--- src/rtl/core/ick_pkg.sv ---
// Types, constants and sum helpers for the internet checksum block.
package ick_pkg;

	localparam int unsigned DATA_W    = 8;
	localparam int unsigned SUM_W     = 16;
	localparam int unsigned IDX_W     = 5;
	localparam int unsigned PROTO_W   = 2;
	localparam int unsigned CFG_IDX_W = 1;
	localparam int unsigned CFG_W     = 2;

	localparam logic [IDX_W-1:0] IDX_MAX = 5'd31;

	localparam logic [PROTO_W-1:0] PROTO_UDP  = 2'd0;
	localparam logic [PROTO_W-1:0] PROTO_TCP  = 2'd1;
	localparam logic [PROTO_W-1:0] PROTO_IPV4 = 2'd2;
	localparam logic [PROTO_W-1:0] PROTO_NONE = 2'd3;

	localparam logic [IDX_W-1:0] UDP_BASE  = 5'd6;
	localparam logic [IDX_W-1:0] TCP_BASE  = 5'd16;
	localparam logic [IDX_W-1:0] IPV4_BASE = 5'd10;

	localparam logic [CFG_IDX_W-1:0] REG_PROTOCOL_SELECT = 1'b0;
	localparam logic [CFG_IDX_W-1:0] REG_ENCAPSULATE     = 1'b1;

	localparam logic [SUM_W-1:0] SUM_ALL_ONES = 16'hFFFF;

	typedef struct packed {
		logic [PROTO_W-1:0] protocol_select;
		logic               encapsulate;
	} cfg_t;

	typedef struct packed {
		logic [DATA_W-1:0] data;
		logic              last;
	} beat_t;

	// One's-complement add with end-around carry.
	function automatic logic [SUM_W-1:0] ones_add(input logic [SUM_W-1:0] a,
			input logic [SUM_W-1:0] b);
		logic [SUM_W:0] s;
		s = {1'b0, a} + {1'b0, b};
		return s[SUM_W-1:0] + {{(SUM_W-1){1'b0}}, s[SUM_W]};
	endfunction

	// True where encapsulate is set and the byte at idx lies in the selected checksum field.
	function automatic logic is_zeroed(input cfg_t cfg, input logic [IDX_W-1:0] idx);
		logic [IDX_W-1:0] base;
		logic             hit;
		base = UDP_BASE;
		hit  = 1'b1;
		unique case (cfg.protocol_select)
			PROTO_UDP:  base = UDP_BASE;
			PROTO_TCP:  base = TCP_BASE;
			PROTO_IPV4: base = IPV4_BASE;
			PROTO_NONE: hit  = 1'b0;
			default:    hit  = 1'b0;
		endcase
		return cfg.encapsulate && hit && (idx == base || idx == base + 5'd1);
	endfunction

endpackage

--- src/rtl/core/ick_in_stage.sv ---
// Input register stage: captures one byte beat and hands it to the sum stage.
module ick_in_stage (
	input  logic                      clk,
	input  logic                      arst_n,
	input  logic                      s_tvalid,
	output logic                      s_tready,
	input  logic [ick_pkg::DATA_W-1:0] s_tdata,  // data_byte[7:0]
	input  logic                      s_tlast,  // last_byte
	input  logic                      adv,
	output logic                      valid_s1,
	output ick_pkg::beat_t            beat_s1
);
	import ick_pkg::*;

	// Take a beat when empty or when the held beat moves on this cycle.
	assign s_tready = !valid_s1 || adv;

	always_ff @(posedge clk or negedge arst_n) begin
		if (!arst_n) begin
			valid_s1 <= 1'b0;
		end else if (s_tready) begin
			valid_s1 <= s_tvalid;
		end
	end

	always_ff @(posedge clk) begin
		if (s_tvalid && s_tready) begin
			beat_s1.data <= s_tdata;
			beat_s1.last <= s_tlast;
		end
	end

endmodule

--- src/rtl/core/ick_sum.sv ---
// Running one's-complement sum, field zeroing and result register.
module ick_sum (
	input  logic                      clk,
	input  logic                      arst_n,
	input  ick_pkg::cfg_t             cfg,
	input  logic                      valid_s1,
	input  ick_pkg::beat_t            beat_s1,
	output logic                      adv,
	output logic                      m_tvalid,
	input  logic                      m_tready,
	output logic [ick_pkg::SUM_W-1:0] m_tdata
);
	import ick_pkg::*;

	logic [SUM_W-1:0]  sum_q;
	logic [DATA_W-1:0] held_q;
	logic              odd_q;
	logic [IDX_W-1:0]  idx_q;

	logic              res_valid_s2;
	logic [SUM_W-1:0]  res_s2;

	logic [DATA_W-1:0] byte_z;
	logic [SUM_W-1:0]  word;
	logic [SUM_W-1:0]  sum_word;
	logic [SUM_W-1:0]  fin;

	assign adv = valid_s1 && (!res_valid_s2 || m_tready);

	always_comb begin
		byte_z   = is_zeroed(cfg, idx_q) ? '0 : beat_s1.data;
		// On an even position a last byte pairs with a zero pad byte.
		word     = odd_q ? {held_q, byte_z} : {byte_z, {DATA_W{1'b0}}};
		sum_word = ones_add(sum_q, word);
		fin      = ~sum_word;
	end

	always_ff @(posedge clk or negedge arst_n) begin
		if (!arst_n) begin
			sum_q        <= '0;
			held_q       <= '0;
			odd_q        <= 1'b0;
			idx_q        <= '0;
			res_valid_s2 <= 1'b0;
		end else begin
			if (m_tready) begin
				res_valid_s2 <= 1'b0;
			end
			if (adv) begin
				if (beat_s1.last) begin
					sum_q        <= '0;
					held_q       <= '0;
					odd_q        <= 1'b0;
					idx_q        <= '0;
					res_valid_s2 <= 1'b1;
				end else begin
					if (idx_q != IDX_MAX) begin
						idx_q <= idx_q + 5'd1;
					end
					if (odd_q) begin
						sum_q  <= sum_word;
						held_q <= '0;
						odd_q  <= 1'b0;
					end else begin
						held_q <= byte_z;
						odd_q  <= 1'b1;
					end
				end
			end
		end
	end

	// Send a zero checksum as all ones.
	always_ff @(posedge clk) begin
		if (adv && beat_s1.last) begin
			res_s2 <= (fin == '0) ? SUM_ALL_ONES : fin;
		end
	end

	assign m_tvalid = res_valid_s2;
	assign m_tdata  = res_s2;

endmodule

--- src/rtl/core/internet_checksum_encap.sv ---
// Top level of the streaming internet checksum block.
//
// Packet bytes enter one per beat on the slave stream, first byte first,
// with tlast on the final byte; one 16-bit checksum leaves on the master
// stream for each packet. Byte pairs are summed big-endian in one's
// complement; with encapsulate set, the checksum field of the selected
// protocol (UDP bytes 6-7, TCP 16-17, IPv4 10-11, none) counts as zero.
// An odd final byte is padded with zero and a zero result is sent as
// 0xFFFF. The block takes one byte every cycle while the master stream
// keeps up; the checksum is offered once its last byte has passed the input
// register and the single add-and-fold into the result register. While a
// checksum waits on the master stream, the beat in the input register is
// held, so the slave stream stalls after taking at most one more beat.
// Write the configuration only while no packet is in flight.
module internet_checksum_encap (
	input  logic                          clk,
	input  logic                          arst_n,
	input  logic                          cfg_we,
	input  logic [ick_pkg::CFG_IDX_W-1:0] cfg_index,
	input  logic [ick_pkg::CFG_W-1:0]     cfg_wdata,
	input  logic                          s_tvalid,
	output logic                          s_tready,
	input  logic [7:0]                    s_tdata,  // data_byte[7:0]
	input  logic                          s_tlast,  // last_byte
	output logic                          m_tvalid,
	input  logic                          m_tready,
	output logic [15:0]                   m_tdata   // checksum_value[15:0]
);
	import ick_pkg::*;

	cfg_t  cfg_q;
	logic  valid_s1;
	beat_t beat_s1;
	logic  adv;

	always_ff @(posedge clk or negedge arst_n) begin
		if (!arst_n) begin
			cfg_q.protocol_select <= PROTO_UDP;
			cfg_q.encapsulate     <= 1'b1;
		end else if (cfg_we) begin
			unique case (cfg_index)
				REG_PROTOCOL_SELECT: cfg_q.protocol_select <= cfg_wdata[PROTO_W-1:0];
				REG_ENCAPSULATE:     cfg_q.encapsulate     <= cfg_wdata[0];
				default: ;
			endcase
		end
	end

	ick_in_stage u_in (
		.clk      (clk),
		.arst_n   (arst_n),
		.s_tvalid (s_tvalid),
		.s_tready (s_tready),
		.s_tdata  (s_tdata),
		.s_tlast  (s_tlast),
		.adv      (adv),
		.valid_s1 (valid_s1),
		.beat_s1  (beat_s1)
	);

	ick_sum u_sum (
		.clk      (clk),
		.arst_n   (arst_n),
		.cfg      (cfg_q),
		.valid_s1 (valid_s1),
		.beat_s1  (beat_s1),
		.adv      (adv),
		.m_tvalid (m_tvalid),
		.m_tready (m_tready),
		.m_tdata  (m_tdata)
	);

endmodule

--- config.mk ---
export PLATFORM = sky130hd
export DESIGN_NAME = internet_checksum_encap
export DESIGN_NICKNAME = d
export VERILOG_FILES = /design/src/rtl/core/ick_pkg.sv /design/src/rtl/core/ick_in_stage.sv /design/src/rtl/core/ick_sum.sv /design/src/rtl/core/internet_checksum_encap.sv
export SDC_FILE = /design/constraint.sdc
export NUM_CORES = 1
export LEC_CHECK = 0
export BUFFER_PORTS_ARGS = -buffer_cell sky130_fd_sc_hd__buf_2
export CAP_MARGIN = 20
export CORE_MARGIN = 10
export CORE_UTILIZATION = 25
export CTS_CLUSTER_DIAMETER = 100
export DETAILED_ROUTE_END_ITERATION = 16
export SLEW_MARGIN = 20
export SYNTH_ARGS = -nofsm -noshare
export SYNTH_HDL_FRONTEND = slang
export SYNTH_HIERARCHICAL = 1
export SYNTH_SLANG_ARGS = --single-unit
--- constraint.sdc ---
create_clock -name clk -period 7.93 [get_ports clk]
set_clock_uncertainty 0.15 [all_clocks]
set_input_delay 0.3965 -clock clk [delete_from_list [all_inputs] [get_ports clk]]
set_output_delay 0.3965 -clock clk [all_outputs]
set_load 0.1 [all_outputs]
==> impl_metrics.prom <==
# TYPE chip_impl_metric gauge
chip_impl_metric{name="drt_drc_violations_left",unit=""} 0
chip_impl_metric{name="worst-endpoint-arrival",unit="ns"} 6.50
chip_impl_info{name="status",value="finished, final reports clean"} 1
chip_impl_metric{name="via_count",unit=""} 3146
chip_impl_metric{name="wl_met2",unit="um"} 4070
chip_impl_metric{name="cells_after_synthesis",unit=""} 390
chip_impl_metric{name="routed_wirelength",unit="um"} 9690
chip_impl_metric{name="grt_start_max_net_pins",unit=""} 36
chip_impl_metric{name="ctsHtreeMaxLevel",unit=""} 3
chip_impl_metric{name="num_antenna_cells",unit=""} 0
chip_impl_metric{name="die_w",unit="um"} 148
chip_impl_metric{name="post_route_cells_drive_above_1_share",unit=""} 0.198
chip_impl_metric{name="design.die.area",unit="um^2"} 21900
chip_impl_metric{name="cellLeakagePower",unit="uW"} 0.00203
chip_impl_info{name="crit_start",value="cfg_q[1]"} 1
chip_impl_info{name="critPathCapture",value="u_sum/m_tdata[4]"} 1
chip_impl_metric{name="setup_tns",unit="ns"} 0
chip_impl_info{name="rr_startpoint",value="cfg_q[1]"} 1
chip_impl_metric{name="synth_enable_flop_cells",unit=""} 25
chip_impl_metric{name="grt_antenna_before_repair",unit=""} 0
chip_impl_metric{name="worstPathRequired",unit="ns"} 7.92
chip_impl_metric{name="io_pins",unit=""} 35
chip_impl_info{name="unrepaired_setup_endpoints_after_global_routing",value="no"} 1
chip_impl_info{name="top_library_cells_by_usage_in_the_layout_fill_and_taps_aside",value="nand2_1 (39), dfrtp_1 (34), buf_2 (34), edfxtp_1 (25), ha_1 (25)"} 1
chip_impl_metric{name="slew_limit_headroom",unit=""} 0.356
chip_impl_metric{name="synth-seq-cells",unit=""} 60
chip_impl_metric{name="timing_hold_violations_final",unit=""} 0
chip_impl_info{name="timing.critical_path.from_type",value="flop"} 1
chip_impl_metric{name="power_density",unit="nW/um^2"} 428
chip_impl_metric{name="syn-num-nets",unit=""} 433
chip_impl_metric{name="met3WireLength",unit="um"} 679
chip_impl_metric{name="post-route-period-util",unit=""} 0.821
chip_impl_metric{name="filler_cell_count",unit=""} 1669
chip_impl_metric{name="fin_util",unit=""} 0.299
chip_impl_metric{name="die_h",unit="um"} 148
chip_impl_metric{name="synth.lib_cells_used.distinct",unit=""} 75
chip_impl_metric{name="syn_area",unit="um^2"} 4090
chip_impl_metric{name="nNetsFinal",unit=""} 463
chip_impl_info{name="cts_tree",value="built"} 1
chip_impl_info{name="timing.critical_path.to_type",value="flop"} 1
chip_impl_metric{name="synthesis.area_per_instance",unit="um^2"} 10.5
chip_impl_metric{name="routed_wire_length_per_instance",unit="um"} 15.1
chip_impl_metric{name="report.final.slew_viol_count",unit=""} 0
chip_impl_metric{name="hpwl",unit="um"} 7450
chip_impl_metric{name="vdd_drop_max",unit="mV"} 0.173
chip_impl_info{name="min-delay-path-class",value="in -> async"} 1
chip_impl_metric{name="ctsResizeCount",unit=""} 0
chip_impl_metric{name="first_pass_grt_wire_length",unit="um"} 16100
chip_impl_metric{name="crit_path_max_fanout",unit=""} 17
chip_impl_metric{name="worst-r2r-setup-slack",unit="ns"} 1.42
chip_impl_metric{name="max-cap-violations",unit=""} 0
chip_impl_metric{name="coreArea",unit="um^2"} 15900
chip_impl_info{name="r2r_end",value="u_sum/m_tdata[4]"} 1
chip_impl_metric{name="io_buffer_count",unit=""} 34
chip_impl_metric{name="number_of_clock_buffers_inserted_by_tritoncts",unit=""} 9
chip_impl_info{name="final_common_cell",value="nand2_1"} 1
chip_impl_metric{name="timing_worst_slew_pin_value",unit="ns"} 0.963
chip_impl_metric{name="cts_sinks",unit=""} 60
chip_impl_metric{name="routedLengthMet1",unit="um"} 4820
chip_impl_metric{name="cts_hold_buf",unit=""} 0
chip_impl_metric{name="initial_utilization",unit=""} 0.256
chip_impl_metric{name="detailedRoute.firstIterationViolations",unit=""} 200
chip_impl_metric{name="cts.reportedPaths.clkPinSlew",unit="ns"} 0.05
chip_impl_metric{name="overflow",unit=""} 0
chip_impl_metric{name="grt_use_total",unit=""} 0.0896
chip_impl_metric{name="sequential_area_share_after_synthesis",unit=""} 0.398
chip_impl_metric{name="place_congestion",unit=""} 0.974
chip_impl_metric{name="placement_rows",unit=""} 46
chip_impl_metric{name="finalSetupViolCount",unit=""} 0
chip_impl_metric{name="post-cts-setup-buffers",unit=""} 0
chip_impl_metric{name="drt_pre_antenna_iters",unit=""} 5
chip_impl_info{name="top_layer",value="met4"} 1
chip_impl_metric{name="clk_latency",unit="ns"} 0.33
chip_impl_metric{name="async_flop_share",unit=""} 0.583
chip_impl_metric{name="upper_clock_frequency_limit",unit="GHz"} 0.154
chip_impl_metric{name="synthToLayoutAreaGrowth",unit="%"} 16.7
chip_impl_metric{name="timing.final.crit_period",unit="ns"} 6.51
chip_impl_metric{name="via_cell_ratio",unit=""} 4.91
chip_impl_metric{name="yosysWarnings",unit=""} 6
chip_impl_info{name="synth_flop_cell",value="dfrtp_1"} 1
chip_impl_metric{name="cts.path.max_buffers",unit=""} 2
chip_impl_metric{name="via_count_of_the_first_global_routing_pass",unit=""} 3174
chip_impl_metric{name="postRouteAntennaNets",unit=""} 0
chip_impl_info{name="timing_worst_setup_path_type",value="reg -> reg"} 1
chip_impl_metric{name="ff2ff_path_depth",unit=""} 22
chip_impl_info{name="ctsRootBufferMaster",value="clkbuf_16"} 1
worst min-delay path by stage:
stage                   startpoint         endpoint  slack (ns)  cells after the start
floorplan                   arst_n         cfg_q[1]       -0.05                      0
global placement    u_sum/sum_q[0]   u_sum/sum_q[0]        0.33                      2
detailed placement  u_sum/sum_q[0]   u_sum/sum_q[0]        0.33                      2
CTS                         arst_n   u_sum/idx_q[3]        0.04                      1
global route                arst_n  u_sum/sum_q[13]        0.08                      1
finish                      arst_n         cfg_q[2]       0.007                      1
per-stage QoR:
step / power (uW) / std cells / hold slack, ns / area (um^2) / setup WS, ns
final: 2040 / 641 / 0.00729 / 4770 / 1.42
after global routing: 2170 / 641 / 0.0780 / 4770 / 0.997
after CTS: 2040 / 641 / 0.0385 / 4770 / 1.42
after detailed placement: 1610 / 625 / 0.332 / 4450 / 1.49
after global placement: 1590 / 625 / 0.331 / 4450 / 1.76
after floorplan: 1400 / 390 / -0.0491 / 4090 / 2.32
flip-flops by register name, indices dropped and copies added, names as in the netlist:
name and flops:
cfg_q 3, u_in/beat_s1 9, u_in/valid_s1 1, u_sum/held_q 8, u_sum/idx_q 5, u_sum/m_tdata 16, u_sum/m_tvalid 1, u_sum/odd_q 1
u_sum/sum_q 16
critical path, stage by stage (launching register included):
cell,delay (ns)
dfrtp_1,0.42
inv_1,0.07
ha_1,0.20
xor2_1,0.16
nor3_1,0.17
nand4b_1,0.51
and3_1,0.44
ha_1,0.22
fa_1,0.45
a21o_1,0.21
a221o_1,0.37
a22oi_1,0.20
a21oi_1,0.12
and2_1,0.17
o21ai_0,0.15
nand2b_1,0.12
ha_1,0.26
and3_1,0.21
xor2_1,0.27
or3b_4,0.43
nor4_4,0.34
o2111ai_4,0.35
o31ai_1,0.33
per-layer routing:
| metal | track usage | up-vias |
|---|---|---|
| met4 | 0.0273 | 0 |
| met2 | 0.129 | 103 |
| li1 | - | 1529 |
| met3 | 0.0293 | 14 |
| met5 | 0 | - |
| met1 | 0.123 | 1500 |
synthesized netlist by cell type (all sizes together), types with 2 or more instances:
library cell / instances / area (um^2)
a21o: 11 / 82.6
o21ai: 25 / 125
ha: 25 / 313
mux2: 3 / 37.5
buf: 6 / 50.0
nor3b: 2 / 15.0
nand4b: 3 / 26.3
inv: 6 / 22.5
a211oi: 2 / 15.0
and2: 6 / 42.5
nor2: 15 / 56.3
nor2b: 3 / 26.3
o31ai: 16 / 155
a2111oi: 2 / 37.5
nor3: 9 / 45.0
dfrtp: 34 / 851
nand2: 39 / 146
a21oi: 18 / 93.8
xor2: 11 / 111
or2: 4 / 25.0
nor4: 2 / 33.8
a22oi: 2 / 15.0
clkbuf: 11 / 41.3
o21a: 4 / 30.0
nand4: 4 / 40.0
and3: 16 / 105
a22o: 21 / 184
o2111ai: 2 / 35.0
nand2b: 11 / 76.3
edfxtp: 25 / 751
o21bai: 3 / 22.5
o211ai: 3 / 27.5
nand3: 8 / 45.0
or3: 5 / 36.3
mux2i: 2 / 20.0
xnor2: 14 / 149
cell type report:
| cell class | count | area, um^2 | share of cell area |
|---|---|---|---|
| Sequential cell | 60 | 1630 | 0.342 |
| Clock buffer | 9 | 225 | 0.0473 |
| Inverter | 6 | 22.5 | 0.00473 |
| Multi-Input combinational cell | 307 | 2340 | 0.492 |
| Timing Repair Buffer | 36 | 185 | 0.0389 |
| Tap cell | 216 | 270 | 0.0567 |
| Clock inverter | 7 | 91.3 | 0.0192 |
power breakdown:
| group | internal, uW | switching, uW |
|---|---|---|
| registers | 435 | 71.7 |
| clock network | 273 | 141 |
| logic | 354 | 764 |
cells by family (layout without fill, tap and decap cells):
kind of cell               count (synthesis)  after routing  share of synthesized area
AOI/OAI and AO/OA                        122            122                      0.233
xor gates and xnor gates                  25             25                     0.0637
adders and majority gates                 26             26                     0.0815
buffers and inverters                     23             58                     0.0279
DFF                                       60             60                      0.398
muxes                                      5              5                     0.0141
and+or+nand+nor                          129            129                      0.181
Note: power is estimated with default switching activity, not from simulation.
